## src/sv/scr_pkg.sv

```systemverilog
// shared types, widths and helpers for the sphere collision response block
// no dependencies; scr_sqrt, scr_lane and the top level refer to it by scoped names
package scr_pkg;

    localparam int unsigned WORD_W     = 32;
    localparam int unsigned DIFF_W     = 33;
    localparam int unsigned SQ_W       = 64;
    localparam int unsigned SUM_W      = 66;
    localparam int unsigned ROOT_W     = 33;
    localparam int unsigned DIV_W      = 33;
    localparam int unsigned UNIT_Q_W   = 31;
    localparam int unsigned COEF_Q_W   = 32;
    localparam int unsigned GAP_W      = 34;
    localparam int unsigned AXES       = 3;
    localparam int unsigned IN_W       = 384;

    localparam int unsigned SQRT_STAGES = 33;
    localparam int unsigned DMAG_DLY    = 35;
    localparam int unsigned SIGN_DLY    = 66;
    localparam int unsigned CTL_DLY     = 31;
    localparam int unsigned STATE_DLY   = 68;
    localparam int unsigned PIPE_DEPTH  = 70;

    localparam logic [1:0] STATUS_OK         = 2'd0;
    localparam logic [1:0] STATUS_COINCIDENT = 2'd1;
    localparam logic [1:0] STATUS_SATURATED  = 2'd2;

    localparam logic [1:0] REG_OWN_MASS       = 2'd0;
    localparam logic [1:0] REG_OWN_RADIUS     = 2'd1;
    localparam logic [1:0] REG_PARTNER_MASS   = 2'd2;
    localparam logic [1:0] REG_PARTNER_RADIUS = 2'd3;

    typedef struct packed {
        logic [GAP_W-1:0]    gap;
        logic [COEF_Q_W-1:0] coef;
        logic                coin;
    } lane_ctl_t;

    typedef struct packed {
        logic [WORD_W-1:0] new_pos;
        logic [WORD_W-1:0] new_vel;
        logic              sat;
        logic              coin;
    } lane_res_t;

    // clamp a 36 bit two's complement value to 32 bits, msb of result flags clamping
    function automatic logic [32:0] sat_word(input logic [35:0] v);
        logic [32:0] r;
        if (!v[35] && (|v[34:31]))
        begin
            r = {1'b1, 32'h7FFF_FFFF};
        end
        else if (v[35] && !(&v[34:31]))
        begin
            r = {1'b1, 32'h8000_0000};
        end
        else
        begin
            r = {1'b0, v[31:0]};
        end
        return r;
    endfunction

endpackage

```

## src/sv/scr_sqrt.sv

```systemverilog
// pipelined integer square root of the 66 bit squared distance, one root bit per stage
// depends on scr_pkg
module scr_sqrt (
    input  logic                       clk,
    input  logic                       en,
    input  logic [scr_pkg::SUM_W-1:0]  val,
    output logic [scr_pkg::ROOT_W-1:0] root
);

    logic [33:0]                 rem_reg  [scr_pkg::SQRT_STAGES];
    logic [scr_pkg::ROOT_W-1:0]  root_reg [scr_pkg::SQRT_STAGES];
    logic [scr_pkg::SUM_W-1:0]   val_reg  [scr_pkg::SQRT_STAGES];

    for (genvar s = 0; s < scr_pkg::SQRT_STAGES; s++)
    begin : g_stage
        logic [33:0]                rem_in;
        logic [scr_pkg::ROOT_W-1:0] root_in;
        logic [scr_pkg::SUM_W-1:0]  val_in;
        logic [35:0]                remx;
        logic [35:0]                trial;
        logic [35:0]                diff;

        if (s == 0)
        begin : g_first
            assign rem_in  = '0;
            assign root_in = '0;
            assign val_in  = val;
        end
        else
        begin : g_rest
            assign rem_in  = rem_reg[s-1];
            assign root_in = root_reg[s-1];
            assign val_in  = val_reg[s-1];
        end

        assign remx  = {rem_in, val_in[65:64]};
        assign trial = {1'b0, root_in, 2'b01};
        assign diff  = remx - trial;

        always_ff @(posedge clk)
        begin
            if (en)
            begin
                val_reg[s] <= {val_in[63:0], 2'b00};
                if (remx >= trial)
                begin
                    rem_reg[s]  <= diff[33:0];
                    root_reg[s] <= {root_in[31:0], 1'b1};
                end
                else
                begin
                    rem_reg[s]  <= remx[33:0];
                    root_reg[s] <= {root_in[31:0], 1'b0};
                end
            end
        end
    end

    assign root = root_reg[scr_pkg::SQRT_STAGES-1];

endmodule

```

## config.mk

```make
export PLATFORM = sky130hd
export DESIGN_NAME = scr_sqrt
export DESIGN_NICKNAME = d
export VERILOG_FILES = /design/src/sv/scr_pkg.sv /design/src/sv/scr_sqrt.sv
export SDC_FILE = /design/constraint.sdc
export NUM_CORES = 2
export LEC_CHECK = 0
export BUFFER_PORTS_ARGS = -buffer_cell sky130_fd_sc_hd__buf_2
export CAP_MARGIN = 30
export CORE_MARGIN = 4
export CORE_UTILIZATION = 30
export CTS_BUF_LIST = sky130_fd_sc_hd__clkbuf_4
export CTS_CLUSTER_DIAMETER = 80
export DETAILED_ROUTE_END_ITERATION = 12
export GPL_ROUTABILITY_DRIVEN = 0
export PLACE_DENSITY = 0.41
export RECOVER_POWER = 25
export REMOVE_ABC_BUFFERS = 1
export SYNTH_ARGS = -nofsm -noshare
export SYNTH_HDL_FRONTEND = slang
export SYNTH_MEMORY_MAX_BITS = 65536
export SYNTH_SLANG_ARGS = --single-unit
export TNS_END_PERCENT = 5
```

## constraint.sdc

```tcl
create_clock -name clk -period 9.9 [get_ports clk]
set_input_delay 1.98 -clock clk [delete_from_list [all_inputs] [get_ports clk]]
set_output_delay 1.98 -clock clk [all_outputs]
set_load 0.005 [all_outputs]
```

==> run metrics <==
status=finished clean; Pleak=53.8 nW; die area=roughly 0.42 mm²; Setup TNS Final=0 ps; Die Width=roughly 650 µm; Syn Inst Count=9504; Seq cells post-synth=2654; Critical Path RT=11040 ps; Routed WL=~270000 µm; CORE AREA=around 0.41 mm²; # rows=235; min setup slack post-route=5060 ps; DPL Wire Length=193000 µm; crit path buf inv count=4; WL/cell=between 15 and 20 µm; PortBufs=100; sequential cell area fraction in the yosys report=between 60% and 70%; first-pass detailed-route iteration total=7; Net Sw Power=9.24 mW; final slew viol count=0; fin crit period=4840 ps; final worst clock skew=roughly 180 ps; pwr dens=225 mW/mm²; htree depth=6; Netlist cell types=88; PostCTS Resize Cnt=0; fmax=0.207 GHz; first-pass GRT wire length=about 430000 µm; CP cell instances=inv_1 -> ha_1 -> nor2b_1 -> o31a_1 -> o311a_1 -> a221oi_1 -> o211ai_1 -> a31o_2 -> a21oi_1 -> o21ba_2 -> buf_4 -> inv_1 -> buf_16 -> o211ai_1 -> xnor2_1; largest area contributor in the netlist=edfxtp_1; fraction of layout cells with a size suffix above 1=between 10 and 15%; Final Net Count=around 11000; placed cell areas=0.130 mm²; First DRT Iteration DRCs=4234; synth-to-layout area growth=13.8%; syn avg cell area=roughly 13 µm²; Post-synth EDFFs=2653; max incr delay on CP=around 600 ps; pre-CTS WS=3700 ps; Hold Crit Class=register to register; fin util=between 30% and 40%; Comb pwr share=19.8%; Worst-Margin Slew=959 ps; maxcap violations=0; slowest CP cell=edfxtp_1; Fin. Hold Viols=0; worst endpoint data arrival time=roughly 6000 ps; Die Y=649 µm; deepest clock path buffer count=4; Clock transition at path regs=60 ps; total grt overflow=0; Clock Power Share=about 32%; Crit Path Max Fanout=33; initial antenna violation count=8; largest net degree at the start of global routing=152; Worst VDD drop=105 µV; Yosys warning count=0; clk sinks=2654; Final period util=about 49%; Routed Antenna Nets=0; asr flop ratio synth=0%; vias in the first global route=78276; DRC Markers=0; top_reg_cell synth=edfxtp_1; Top Ports=101; Total GRT Usage=12.7%; CTS tree=done; CTS root buf=clkbuf_4; Final setup viols=0; Hold-fix buffers, CTS=0; Startpoint Class=register; post-synth top area share=64.7%; via count=75200; top post-synthesis cells by area=edfxtp_1 (65%), ha_1 (6.1%), xor2_1 (3.1%); switch share=29.3%; RSZ-0062 raised after global routing=no; final instance area=0.140 mm²; postcts setup bufs=0; worst-skew pair later-pin latency=1540 ps; slew margin rel.=35.5%; critical path class=register to register; Seq pwr share=48.0%; Inserted Clock Buffers=753; max FFs per register=1056; P_int=22.2 mW; post-DR vias/cell=~4.6; Top delay family on crit path=compound AO/OA/AOI/OAI gates; Syn Std Cell Area=0.123 mm²; Starting Density=a little under a third; critical path capture point type=register
## final timing paths
| kind | endpoint | cells past startpoint | start | slack [ps] |
|---|---|---|---|---|
| worst min-delay path | val_reg[0][421] | 0 | val_reg[0][355] | 280 |
| worst min register to register | val_reg[0][421] | 0 | val_reg[0][355] | 280 |
| worst max register to register | rem_reg[28][30] | 15 | val_reg[0][1791] | 5060 |
| worst max-delay path | rem_reg[28][30] | 15 | val_reg[0][1791] | 5060 |
## cells in the mapped netlist, types with 19 or more instances
library cell	n
edfxtp_1	2653
nand3_1	132
clkbuf_1	177
o21bai_1	48
o21ai_0	490
or4_1	34
or3_1	90
nor2_1	586
o31ai_1	51
xor2_1	440
a211o_1	21
xnor2_1	417
inv_1	762
nor3_1	242
and2_1	64
o211ai_1	36
and4_1	21
a31oi_1	50
a21o_1	273
mux2_2	78
nand4_1	92
or2_2	55
a211oi_1	50
nand3b_1	19
nor4b_1	21
a21boi_0	22
and3_1	58
nor2b_1	90
a21oi_1	572
ha_1	597
nand2_1	662
o21a_1	107
nand2b_1	110
nor4_1	122
## per-stage QoR
stage          std cells  power [mW]  hold WS, ps
2_1_floorplan       9310        19.6          400
3_3_place_gp       14923        21.5          400
3_5_place_dp       14929        21.6          405
4_1_cts            16227        32.2          255
5_1_grt            16237        33.6          307
6_report           16246        31.5          283
## cell usage in the layout (no fill, tap or decap), types with 90 or more instances in the layout
cell,n
nor4_1,122
or3_1,90
o21ai_0,489
nand2_1,662
ha_1,597
a21o_1,272
xor2_1,440
nor3_1,242
xnor2_1,417
nand4_1,92
edfxtp_1,2653
nand2b_1,109
clkinv_1,130
nand3_1,132
inv_1,762
nor2_1,584
buf_2,95
clkbuf_4,1093
a21oi_1,571
nor2b_1,90
o21a_1,107
## logic make-up after synthesis
family,after synthesis,share of synthesized area (%)
AOI/OAI and AO/OA,1894,9.56
muxes,89,0.802
and+or+nand+nor,2456,9.85
DFF,2654,64.7
buffers and inverters,957,2.93
xor gates and xnor gates,857,6.09
adders and majority gates,597,6.06
## power by group through the flow
stage               logic (mW)  clock network [mW]  registers [mW]
finish                    6.24                10.1            15.1
global route              7.01                11.4            15.3
CTS                       6.26                10.8            15.2
detailed placement        6.22                   0            15.4
global placement          6.11                   0            15.4
floorplan                 4.62                   0            14.9
## area by class of cell
cell class,instances,area [µm²]
Antenna cell,11,27.5
Clock buffer,1093,8210
Clock inverter,205,1360
Fill cell,40388,269000
Inverter,763,2860
Multi-Input combinational cell,5893,39900
Sequential cell,2654,79700
Tap cell,5451,6820
Timing Repair Buffer,176,1280
## routing by layer
metal	vias up	part of all wire [%]	track usage [%]
li1	37041	-	-
met4	12	4.9	6.69
met5	-	0.027	0
met3	738	4.3	2.39
met2	1644	49	22.1
met1	35765	42	14.8
No activity file was read; power rests on OpenSTA's default activity.
